### config.mk
export PLATFORM = sky130hd
export DESIGN_NAME = hex_morse_led_flasher_unit
export DESIGN_NICKNAME = d
export VERILOG_FILES = /design/src/rtl/core/hmlf_pkg.sv /design/src/rtl/core/hmlf_front.sv /design/src/rtl/core/hmlf_back.sv /design/src/rtl/core/hex_morse_led_flasher_unit.sv
export SDC_FILE = /design/constraint.sdc
export NUM_CORES = 1
export LEC_CHECK = 0
export BUFFER_PORTS_ARGS = -buffer_cell sky130_fd_sc_hd__buf_4
export CORE_UTILIZATION = 66
export CTS_CLUSTER_DIAMETER = 200
export DETAILED_ROUTE_END_ITERATION = 10
export PLACE_DENSITY = 0.94
export SLEW_MARGIN = 20
export SYNTH_ARGS = -nofsm -noshare
export SYNTH_HDL_FRONTEND = slang
export SYNTH_HIERARCHICAL = 1
export SYNTH_SLANG_ARGS = --single-unit
### constraint.sdc
create_clock -name clk -period 9.82 [get_ports clk]
set_input_delay 2.455 -clock clk [delete_from_list [all_inputs] [get_ports clk]]
set_output_delay 2.455 -clock clk [all_outputs]
set_load 0.01 [all_outputs]
### src/rtl/core/hmlf_pkg.sv
// Shared types, constants and Morse tables for the hex Morse LED flasher.
package hmlf_pkg;

    localparam int VALUE_W        = 31;
    localparam int DIGIT_W        = 4;
    localparam int NIBBLES        = 8;
    localparam int SIG_W          = 4;
    localparam int POS_W          = 3;
    localparam int LEN_W          = 3;
    localparam int CODE_W         = 5;
    localparam int TICK_W         = 16;
    localparam int CFG_IDX_W      = 2;
    localparam int MAX_DIGITS_DEF = 8;

    localparam logic [CFG_IDX_W-1:0] REG_SHORT_ON  = 2'd0;
    localparam logic [CFG_IDX_W-1:0] REG_LONG_ON   = 2'd1;
    localparam logic [CFG_IDX_W-1:0] REG_SYM_GAP   = 2'd2;
    localparam logic [CFG_IDX_W-1:0] REG_DIGIT_GAP = 2'd3;

    localparam logic [TICK_W-1:0] SHORT_ON_RST  = 16'd100;
    localparam logic [TICK_W-1:0] LONG_ON_RST   = 16'd400;
    localparam logic [TICK_W-1:0] SYM_GAP_RST   = 16'd100;
    localparam logic [TICK_W-1:0] DIGIT_GAP_RST = 16'd500;
    localparam logic [TICK_W-1:0] TICK_SAT      = 16'hFFFF;

    typedef struct packed {
        logic               action;
        logic [VALUE_W-1:0] value;
    } hmlf_in_t;

    typedef struct packed {
        logic led_on;
        logic busy_res;
        logic start_ignored;
    } hmlf_out_t;

    typedef struct packed {
        logic               action;
        logic [VALUE_W-1:0] value;
        logic [SIG_W-1:0]   sig_digits;
        logic               zero;
    } hmlf_item_t;

    function automatic logic [CODE_W-1:0] morse_code(input logic [DIGIT_W-1:0] d);
        logic [CODE_W-1:0] c;
        case (d)
            4'h0:    c = 5'h1F;
            4'h1:    c = 5'h0F;
            4'h2:    c = 5'h07;
            4'h3:    c = 5'h03;
            4'h4:    c = 5'h01;
            4'h5:    c = 5'h00;
            4'h6:    c = 5'h10;
            4'h7:    c = 5'h18;
            4'h8:    c = 5'h1C;
            4'h9:    c = 5'h1E;
            4'hA:    c = 5'h01;
            4'hB:    c = 5'h08;
            4'hC:    c = 5'h0A;
            4'hD:    c = 5'h04;
            4'hE:    c = 5'h00;
            4'hF:    c = 5'h02;
            default: c = 5'h00;
        endcase
        return c;
    endfunction

    function automatic logic [LEN_W-1:0] morse_len(input logic [DIGIT_W-1:0] d);
        logic [LEN_W-1:0] n;
        case (d)
            4'hA:    n = 3'd2;
            4'hB:    n = 3'd4;
            4'hC:    n = 3'd4;
            4'hD:    n = 3'd3;
            4'hE:    n = 3'd1;
            4'hF:    n = 3'd4;
            default: n = 3'd5;
        endcase
        return n;
    endfunction

    function automatic logic is_dash(input logic [DIGIT_W-1:0] d,
                                     input logic [POS_W-1:0] pos);
        logic [LEN_W-1:0]  n;
        logic [LEN_W-1:0]  sh;
        logic [CODE_W-1:0] c;
        n = morse_len(d);
        c = morse_code(d);
        sh = n - 3'd1 - pos;
        if (pos >= n)
        begin
            return 1'b0;
        end
        return c[sh];
    endfunction

    function automatic logic [DIGIT_W-1:0] nibble_of(input logic [VALUE_W-1:0] v,
                                                     input int i);
        logic [31:0] w;
        w = {1'b0, v} >> (4 * i);
        return w[DIGIT_W-1:0];
    endfunction

endpackage

### src/rtl/core/hmlf_front.sv
// Front end: accept requests, classify them and queue them for the sequencer.
module hmlf_front (
    input  logic                clk,
    input  logic                rst_n,
    input  logic                in_valid,
    output logic                in_ready,
    input  hmlf_pkg::hmlf_in_t  in_data,
    output logic                q_valid,
    output hmlf_pkg::hmlf_item_t q_item,
    input  logic                q_pop
);

    localparam int DEPTH = 2;

    hmlf_pkg::hmlf_item_t mem_reg [DEPTH];
    hmlf_pkg::hmlf_item_t item;
    logic       wr_ptr_reg, wr_ptr_next;
    logic       rd_ptr_reg, rd_ptr_next;
    logic [1:0] count_reg, count_next;
    logic       push;
    logic       pop;

    // count significant hex digits
    always_comb
    begin
        logic [hmlf_pkg::SIG_W-1:0] sig;
        sig = '0;
        for (int i = 0; i < hmlf_pkg::NIBBLES; i++)
        begin
            if (hmlf_pkg::nibble_of(in_data.value, i) != '0)
            begin
                sig = hmlf_pkg::SIG_W'(i + 1);
            end
        end
        item.action     = in_data.action;
        item.value      = in_data.value;
        item.sig_digits = sig;
        item.zero       = (in_data.value == '0);
    end

    assign in_ready = (count_reg != 2'(DEPTH));
    assign push     = in_valid && in_ready;
    assign q_valid  = (count_reg != 2'd0);
    assign pop      = q_pop && q_valid;
    assign q_item   = mem_reg[rd_ptr_reg];

    always_comb
    begin
        wr_ptr_next = push ? ~wr_ptr_reg : wr_ptr_reg;
        rd_ptr_next = pop ? ~rd_ptr_reg : rd_ptr_reg;
        count_next  = count_reg;
        if (push && !pop)
        begin
            count_next = count_reg + 2'd1;
        end
        else if (pop && !push)
        begin
            count_next = count_reg - 2'd1;
        end
    end

    always_ff @(posedge clk or negedge rst_n)
    begin
        if (!rst_n)
        begin
            wr_ptr_reg <= 1'b0;
            rd_ptr_reg <= 1'b0;
            count_reg  <= 2'd0;
        end
        else
        begin
            wr_ptr_reg <= wr_ptr_next;
            rd_ptr_reg <= rd_ptr_next;
            count_reg  <= count_next;
        end
    end

    always_ff @(posedge clk)
    begin
        if (push)
        begin
            mem_reg[wr_ptr_reg] <= item;
        end
    end

endmodule

### src/rtl/core/hmlf_back.sv
// Back end: Morse sequencer, timing registers, digit store and result register.
module hmlf_back #(
    parameter int MAX_DIGITS = hmlf_pkg::MAX_DIGITS_DEF
) (
    input  logic                                clk,
    input  logic                                rst_n,
    input  logic                                q_valid,
    input  hmlf_pkg::hmlf_item_t                q_item,
    output logic                                q_pop,
    input  logic                                cfg_valid,
    input  logic [hmlf_pkg::CFG_IDX_W-1:0]      cfg_index,
    input  logic [hmlf_pkg::TICK_W-1:0]         cfg_data,
    output logic                                out_valid,
    input  logic                                out_ready,
    output hmlf_pkg::hmlf_out_t                 out_data
);

    localparam int REM_W = $clog2(MAX_DIGITS + 1);
    localparam int IDX_W = (MAX_DIGITS > 1) ? $clog2(MAX_DIGITS) : 1;

    localparam logic [1:0] PH_IDLE = 2'd0;
    localparam logic [1:0] PH_ON   = 2'd1;
    localparam logic [1:0] PH_SGAP = 2'd2;
    localparam logic [1:0] PH_DGAP = 2'd3;

    logic [hmlf_pkg::DIGIT_W-1:0] store_reg [MAX_DIGITS];

    logic [hmlf_pkg::TICK_W-1:0] short_on_reg, long_on_reg, sym_gap_reg, digit_gap_reg;
    logic [REM_W-1:0]            rem_reg, rem_next;
    logic [hmlf_pkg::POS_W-1:0]  pos_reg, pos_next;
    logic [1:0]                  phase_reg, phase_next;
    logic [hmlf_pkg::TICK_W-1:0] tick_reg, tick_next;
    logic                        led_reg, led_next;
    logic                        zero_reg, zero_next;
    logic                        out_valid_reg;
    hmlf_pkg::hmlf_out_t         out_data_reg, out_data_next;

    logic                         take;
    logic                         load_store;
    logic [REM_W-1:0]             rem_dec;
    logic [IDX_W-1:0]             cur_idx;
    logic [hmlf_pkg::DIGIT_W-1:0] cur_digit;
    logic [hmlf_pkg::TICK_W-1:0]  tick_inc;
    logic [hmlf_pkg::POS_W-1:0]   pos_inc;
    logic [REM_W-1:0]             start_cnt;

    assign take    = q_valid && (!out_valid_reg || out_ready);
    assign q_pop   = take;
    assign rem_dec = rem_reg - REM_W'(1);
    assign cur_idx = rem_dec[IDX_W-1:0];
    assign cur_digit = store_reg[cur_idx];
    assign tick_inc  = (tick_reg != hmlf_pkg::TICK_SAT) ? tick_reg + 16'd1 : tick_reg;
    assign pos_inc   = pos_reg + 3'd1;

    always_comb
    begin
        if (q_item.zero)
        begin
            start_cnt = REM_W'(1);
        end
        else if (32'(q_item.sig_digits) > 32'(MAX_DIGITS))
        begin
            start_cnt = REM_W'(MAX_DIGITS);
        end
        else
        begin
            start_cnt = REM_W'(q_item.sig_digits);
        end
    end

    always_comb
    begin
        rem_next   = rem_reg;
        pos_next   = pos_reg;
        phase_next = phase_reg;
        tick_next  = tick_reg;
        led_next   = led_reg;
        zero_next  = zero_reg;
        load_store = 1'b0;
        out_data_next.start_ignored = 1'b0;
        if (take)
        begin
            if (q_item.action)
            begin
                if (phase_reg != PH_IDLE)
                begin
                    out_data_next.start_ignored = 1'b1;
                end
                else
                begin
                    load_store = 1'b1;
                    rem_next   = start_cnt;
                    pos_next   = '0;
                    phase_next = PH_ON;
                    tick_next  = '0;
                    led_next   = 1'b1;
                    zero_next  = q_item.zero;
                end
            end
            else
            begin
                case (phase_reg)
                    PH_ON:
                    begin
                        if (tick_inc >= (hmlf_pkg::is_dash(cur_digit, pos_reg) ?
                                         long_on_reg : short_on_reg))
                        begin
                            phase_next = PH_SGAP;
                            tick_next  = '0;
                            led_next   = 1'b0;
                        end
                        else
                        begin
                            tick_next = tick_inc;
                        end
                    end
                    PH_SGAP:
                    begin
                        if (tick_inc >= sym_gap_reg)
                        begin
                            pos_next  = pos_inc;
                            tick_next = '0;
                            if (pos_inc < hmlf_pkg::morse_len(cur_digit))
                            begin
                                phase_next = PH_ON;
                                led_next   = 1'b1;
                            end
                            else if (zero_reg || (digit_gap_reg == '0 && rem_dec == '0))
                            begin
                                phase_next = PH_IDLE;
                                led_next   = 1'b0;
                                rem_next   = '0;
                                pos_next   = '0;
                            end
                            else if (digit_gap_reg == '0)
                            begin
                                rem_next   = rem_dec;
                                pos_next   = '0;
                                phase_next = PH_ON;
                                led_next   = 1'b1;
                            end
                            else
                            begin
                                phase_next = PH_DGAP;
                                led_next   = 1'b0;
                            end
                        end
                        else
                        begin
                            tick_next = tick_inc;
                        end
                    end
                    PH_DGAP:
                    begin
                        if (tick_inc >= digit_gap_reg)
                        begin
                            tick_next = '0;
                            pos_next  = '0;
                            rem_next  = rem_dec;
                            if (rem_dec != '0)
                            begin
                                phase_next = PH_ON;
                                led_next   = 1'b1;
                            end
                            else
                            begin
                                phase_next = PH_IDLE;
                                led_next   = 1'b0;
                            end
                        end
                        else
                        begin
                            tick_next = tick_inc;
                        end
                    end
                    default:
                    begin
                        led_next = 1'b0;
                    end
                endcase
            end
        end
        out_data_next.led_on   = led_next;
        out_data_next.busy_res = (phase_next != PH_IDLE);
    end

    always_ff @(posedge clk or negedge rst_n)
    begin
        if (!rst_n)
        begin
            short_on_reg  <= hmlf_pkg::SHORT_ON_RST;
            long_on_reg   <= hmlf_pkg::LONG_ON_RST;
            sym_gap_reg   <= hmlf_pkg::SYM_GAP_RST;
            digit_gap_reg <= hmlf_pkg::DIGIT_GAP_RST;
            rem_reg       <= '0;
            pos_reg       <= '0;
            phase_reg     <= PH_IDLE;
            tick_reg      <= '0;
            led_reg       <= 1'b0;
            zero_reg      <= 1'b0;
            out_valid_reg <= 1'b0;
        end
        else
        begin
            if (cfg_valid)
            begin
                case (cfg_index)
                    hmlf_pkg::REG_SHORT_ON:  short_on_reg  <= cfg_data;
                    hmlf_pkg::REG_LONG_ON:   long_on_reg   <= cfg_data;
                    hmlf_pkg::REG_SYM_GAP:   sym_gap_reg   <= cfg_data;
                    hmlf_pkg::REG_DIGIT_GAP: digit_gap_reg <= cfg_data;
                    default:                 short_on_reg  <= short_on_reg;
                endcase
            end
            rem_reg   <= rem_next;
            pos_reg   <= pos_next;
            phase_reg <= phase_next;
            tick_reg  <= tick_next;
            led_reg   <= led_next;
            zero_reg  <= zero_next;
            if (take)
            begin
                out_valid_reg <= 1'b1;
            end
            else if (out_ready)
            begin
                out_valid_reg <= 1'b0;
            end
        end
    end

    always_ff @(posedge clk)
    begin
        if (take)
        begin
            out_data_reg <= out_data_next;
        end
        if (load_store)
        begin
            for (int i = 0; i < MAX_DIGITS; i++)
            begin
                store_reg[i] <= hmlf_pkg::nibble_of(q_item.value, i);
            end
        end
    end

    assign out_valid = out_valid_reg;
    assign out_data  = out_data_reg;

endmodule

### src/rtl/core/hex_morse_led_flasher_unit.sv
// Top level of the hex Morse LED flasher: front queue and Morse sequencer.
//
//  channel | signals                           | payload
//  --------+-----------------------------------+--------------------------------
//  in      | in_valid / in_ready               | in_data  (action, value)
//  out     | out_valid / out_ready             | out_data (led_on, busy_res,
//          |                                   |           start_ignored)
//  cfg     | cfg_valid / cfg_ready             | cfg_index, cfg_data
//
// One request per cycle while results are taken; each result passes through the
// two-entry front queue and then the sequencer's result register.
// The sequencer's state update for one tick or start is a registered feedback loop.
// Reset clears the queue, the sequencer state and loads the timing register defaults.
// A stalled result holds in its register; the front queue then fills and in_ready drops.
// cfg_ready is always high; a write takes effect on the next cycle.
module hex_morse_led_flasher_unit #(
    parameter int MAX_DIGITS = hmlf_pkg::MAX_DIGITS_DEF
) (
    input  logic                           clk,
    input  logic                           rst_n,
    input  logic                           in_valid,
    output logic                           in_ready,
    input  hmlf_pkg::hmlf_in_t             in_data,
    output logic                           out_valid,
    input  logic                           out_ready,
    output hmlf_pkg::hmlf_out_t            out_data,
    input  logic                           cfg_valid,
    output logic                           cfg_ready,
    input  logic [hmlf_pkg::CFG_IDX_W-1:0] cfg_index,
    input  logic [hmlf_pkg::TICK_W-1:0]    cfg_data
);

    logic                 q_valid;
    logic                 q_pop;
    hmlf_pkg::hmlf_item_t q_item;

    assign cfg_ready = 1'b1;

    hmlf_front u_front (
        .clk      (clk),
        .rst_n    (rst_n),
        .in_valid (in_valid),
        .in_ready (in_ready),
        .in_data  (in_data),
        .q_valid  (q_valid),
        .q_item   (q_item),
        .q_pop    (q_pop)
    );

    hmlf_back #(
        .MAX_DIGITS (MAX_DIGITS)
    ) u_back (
        .clk       (clk),
        .rst_n     (rst_n),
        .q_valid   (q_valid),
        .q_item    (q_item),
        .q_pop     (q_pop),
        .cfg_valid (cfg_valid),
        .cfg_index (cfg_index),
        .cfg_data  (cfg_data),
        .out_valid (out_valid),
        .out_ready (out_ready),
        .out_data  (out_data)
    );

endmodule

==> impl_metrics.tcl <==
set metrics [dict create \
    status "finished clean" \
    synthXorXnorAreaFrac_pct 1.34 \
    layout-drive-gt1-share_pct 27.5 \
    fp.dieH_um 127 \
    p_seq_share_pct 31.8 \
    first_iter_violations 662 \
    worstRegToRegCells 25 \
    crit_start "u_back/rem_reg[0]$_DFFE_PN0P_" \
    synth_mux_area_share_pct 15.3 \
    netlist_instances 812 \
    finalWirelength_um 23500 \
    start_util_pct 68.1 \
    postCtsResizedCells 0 \
    die_area_um2 16200 \
    core-area_um2 15300 \
    reg2reg_setup_slack_ns 2.20 \
    vias_per_cell 6.45 \
    grt_pass1_wl_um 37500 \
    maxCapViolations 0 \
    comb_power_share_pct 44.9 \
    vdd_drop_max_uv 337 \
    grt_max_degree 51 \
    postRouteAntennaNets 0 \
    fin_skew_ns 0.0131 \
    whs_ns 0.489 \
    gp_congestion 0.917 \
    cts_setup_buffers 0 \
    syn_to_final_growth_pct 14.1 \
    routedWlPerCell_um 21.2 \
    clockPowerShare_pct 23.3 \
    rows 45 \
    h-tree-depth 1 \
    worstPathRequired_ns 10.22 \
    synth_edf_count 108 \
    fillers 809 \
    min_path_type "reg -> reg" \
    die_w_um 127 \
    grt_use_total_pct 30.0 \
    async_flop_share_pct 47.1 \
    end_kind "flop" \
    avgSynthCellArea_um2 12.8 \
    grt_pass1_vias 7077 \
    synth_compound_area_share_pct 8.58 \
    fin_nets 1001 \
    worstMarginPinSlew_ns 0.996 \
    cts_sinks 204 \
    ys.flop_type "edfxtp_1" \
    fin_tns_setup_ns 0 \
    crit_type "reg -> reg" \
    first_pass_iters 5 \
    cellPowerDensity_nw_per_um2 325 \
    rsz0062_at_grt "false" \
    start_kind "flop" \
    fmax_mhz 131 \
    syn_nets 933 \
    yosys.cell_types.count 72 \
    largest_reg_flops 74 \
    leakagePower_uw 0.00514 \
    port_buffers 59 \
    cts_buffers 21 \
    setup_viol 0 \
    cpMaxStageDelayCell "dfrtp_1" \
    reg2reg_from "u_back/rem_reg[0]$_DFFE_PN0P_" \
    yosys.area_share.simple_pct 9.41 \
    cpPeakStageDelay_ns 0.74 \
    post-route-period-util_pct 77.6 \
    crit_fanout 16 \
    hold_viol 0 \
    clkLatencyLatePin_ns 0.50 \
    p_switching_uw 1430 \
    cts-root-buf "clkbuf_16" \
    syn_area_um2 10400 \
    r2r_end "u_back/tick_reg[10]$_DFFE_PN0P_" \
    synth_fa_ha_area_share_pct 8.02 \
    internal_power_uw 2430 \
    hpwl_um 15800 \
    p_sw_share_pct 37.1 \
    vias 7131 \
    cts_tree "yes" \
    drc 0 \
    synth_warnings 6 \
    endpoint "u_back/tick_reg[10]$_DFFE_PN0P_" \
    slew_viol_final 0 \
    clkTransAtPathRegs_ns 0.07 \
    antenna_cells 0 \
    antenna_found_initial 0 \
    min_period_ns 7.62 \
    cp.arrival_ns 8.02 \
    clockBufferDepth 3 \
    cts_hold_buf 0 \
    slew_headroom_pct 33.4 \
    overflow 0 \
    io-pin-count 61 \
    yosysSeqAreaShare_pct 54.5 \
    ys_seq_elements 204 \
    synth_top_family_by_area "multiplexers" \
]
==> cell type report <==
| type | count | area [µm²] | share of cell area [%] |
|---|---|---|---|
| clock inverter | 13 | 235 | 1.98 |
| sequential | 204 | 5660 | 47.8 |
| timing repair buffer | 65 | 500 | 4.22 |
| clock buffer | 25 | 551 | 4.64 |
| tap | 211 | 264 | 2.23 |
| inverter | 50 | 188 | 1.58 |
| multi-input combinational | 538 | 4450 | 37.6 |
==> power by group through the flow <==
stage	registers, µW	clock network (µW)	logic [µW]
floorplan	1190	0	1330
global placement	1220	0	1580
detailed placement	1230	0	1660
CTS	1220	904	1700
global route	1240	937	1870
finish	1230	898	1730
==> through the flow <==
step / worst slack [ns] / std cells / utilization [%] / instance area [µm²] / total power (µW)
final: 2.20 / 1106 / 77.7 / 11900 / 3860
after global routing: 1.73 / 1106 / 77.7 / 11900 / 4050
after CTS: 2.01 / 1105 / 77.5 / 11800 / 3830
after detailed placement: 2.11 / 1067 / 72.4 / 11000 / 2890
after global placement: 2.51 / 1067 / 72.4 / 11000 / 2800
after floorplan: 3.99 / 812 / - / 10400 / 2530
==> worst min path at each step <==
stage | startpoint | to | slack [ns] | cells past startpoint
after global placement | u_front/count_reg[1]$_DFFE_PN0P_ | u_front/count_reg[1]$_DFFE_PN0P_ | 0.48 | 1
final | u_front/count_reg[1]$_DFFE_PN0P_ | u_front/count_reg[1]$_DFFE_PN0P_ | 0.49 | 1
after global routing | u_front/count_reg[1]$_DFFE_PN0P_ | u_front/count_reg[1]$_DFFE_PN0P_ | 0.51 | 1
after CTS | u_front/count_reg[1]$_DFFE_PN0P_ | u_front/count_reg[1]$_DFFE_PN0P_ | 0.49 | 1
after detailed placement | u_front/count_reg[1]$_DFFE_PN0P_ | u_front/count_reg[1]$_DFFE_PN0P_ | 0.49 | 1
after floorplan | u_front/count_reg[1]$_DFFE_PN0P_ | u_front/count_reg[1]$_DFFE_PN0P_ | 0.46 | 1
==> logic make-up (layout without fill, tap and decap cells) <==
group / count (synthesis) / in the layout
flip-flops: 204 / 204
AND/OR/NAND/NOR: 189 / 189
multiplexers: 134 / 134
AO/OA/AOI/OAI: 133 / 133
buffers and inverters: 70 / 153
adder cells (fa/ha/maj): 66 / 66
XOR/XNOR: 15 / 15
other: 1 / 1
==> metal layers <==
layer / routed length (µm) / share of wire, % / global-route usage [%] / vias up
li1: - / - / - / 3148
met5: 0 / 0 / 0 / -
met1: 9300 / 40 / 39.5 / 3548
met2: 11700 / 50 / 51.3 / 371
met3: 1840 / 7.8 / 5.36 / 64
met4: 629 / 2.7 / 8.68 / 0
==> worst max-delay path: cells and delay by family (launching register included) <==
family / cells / cell delay [ns]
compound gates: 9 / 2.36
buf+inv: 2 / 0.28
simple gates: 6 / 1.13
mux: 3 / 1.15
fa+ha+maj: 5 / 1.82
flops: 1 / 0.74
==> cells in the mapped netlist, drive strengths merged, types with 5 or more instances <==
| library cell | count | area (µm²) |
|---|---|---|
| a21o | 21 | 158 |
| a21oi | 30 | 150 |
| a31oi | 6 | 37.5 |
| and2 | 8 | 50.1 |
| and3 | 8 | 50.1 |
| buf | 9 | 58.8 |
| clkbuf | 11 | 42.5 |
| dfrtp | 81 | 2030 |
| dfstp | 15 | 394 |
| edfxtp | 108 | 3240 |
| ha | 65 | 813 |
| inv | 50 | 188 |
| mux2 | 107 | 1210 |
| mux2i | 20 | 213 |
| mux4 | 7 | 169 |
| nand2 | 61 | 231 |
| nand2b | 13 | 81.3 |
| nand3 | 7 | 35.0 |
| nand4 | 11 | 68.8 |
| nor2 | 36 | 153 |
| nor2b | 6 | 37.5 |
| nor3 | 10 | 55.1 |
| nor4 | 7 | 43.8 |
| o211ai | 5 | 51.3 |
| o21ai | 32 | 160 |
| o22ai | 8 | 50.1 |
| or2 | 6 | 37.5 |
| or4 | 5 | 52.6 |
| xnor2 | 9 | 78.8 |
| xor2 | 6 | 60.1 |
==> placed cells by master, fill, tap and decap left out, types with 7 or more instances in the layout <==
cell,netlist,layout
mux2_2,105,105
dfrtp_1,81,81
a21o_1,21,21
edfxtp_1,108,108
and3_1,8,8
o22ai_1,8,8
xnor2_1,9,9
and2_1,7,7
nor2_1,33,32
inv_1,50,50
nand2_1,60,60
buf_4,1,64
mux2i_1,19,19
nand2b_1,13,13
a21oi_1,30,30
o21ai_0,26,26
ha_1,65,65
nor3_1,9,8
nor4_1,7,7
nand4_1,11,11
nand3_1,7,7
dfstp_2,15,15
clkbuf_16,0,21
(Power assumes the default switching activity.)
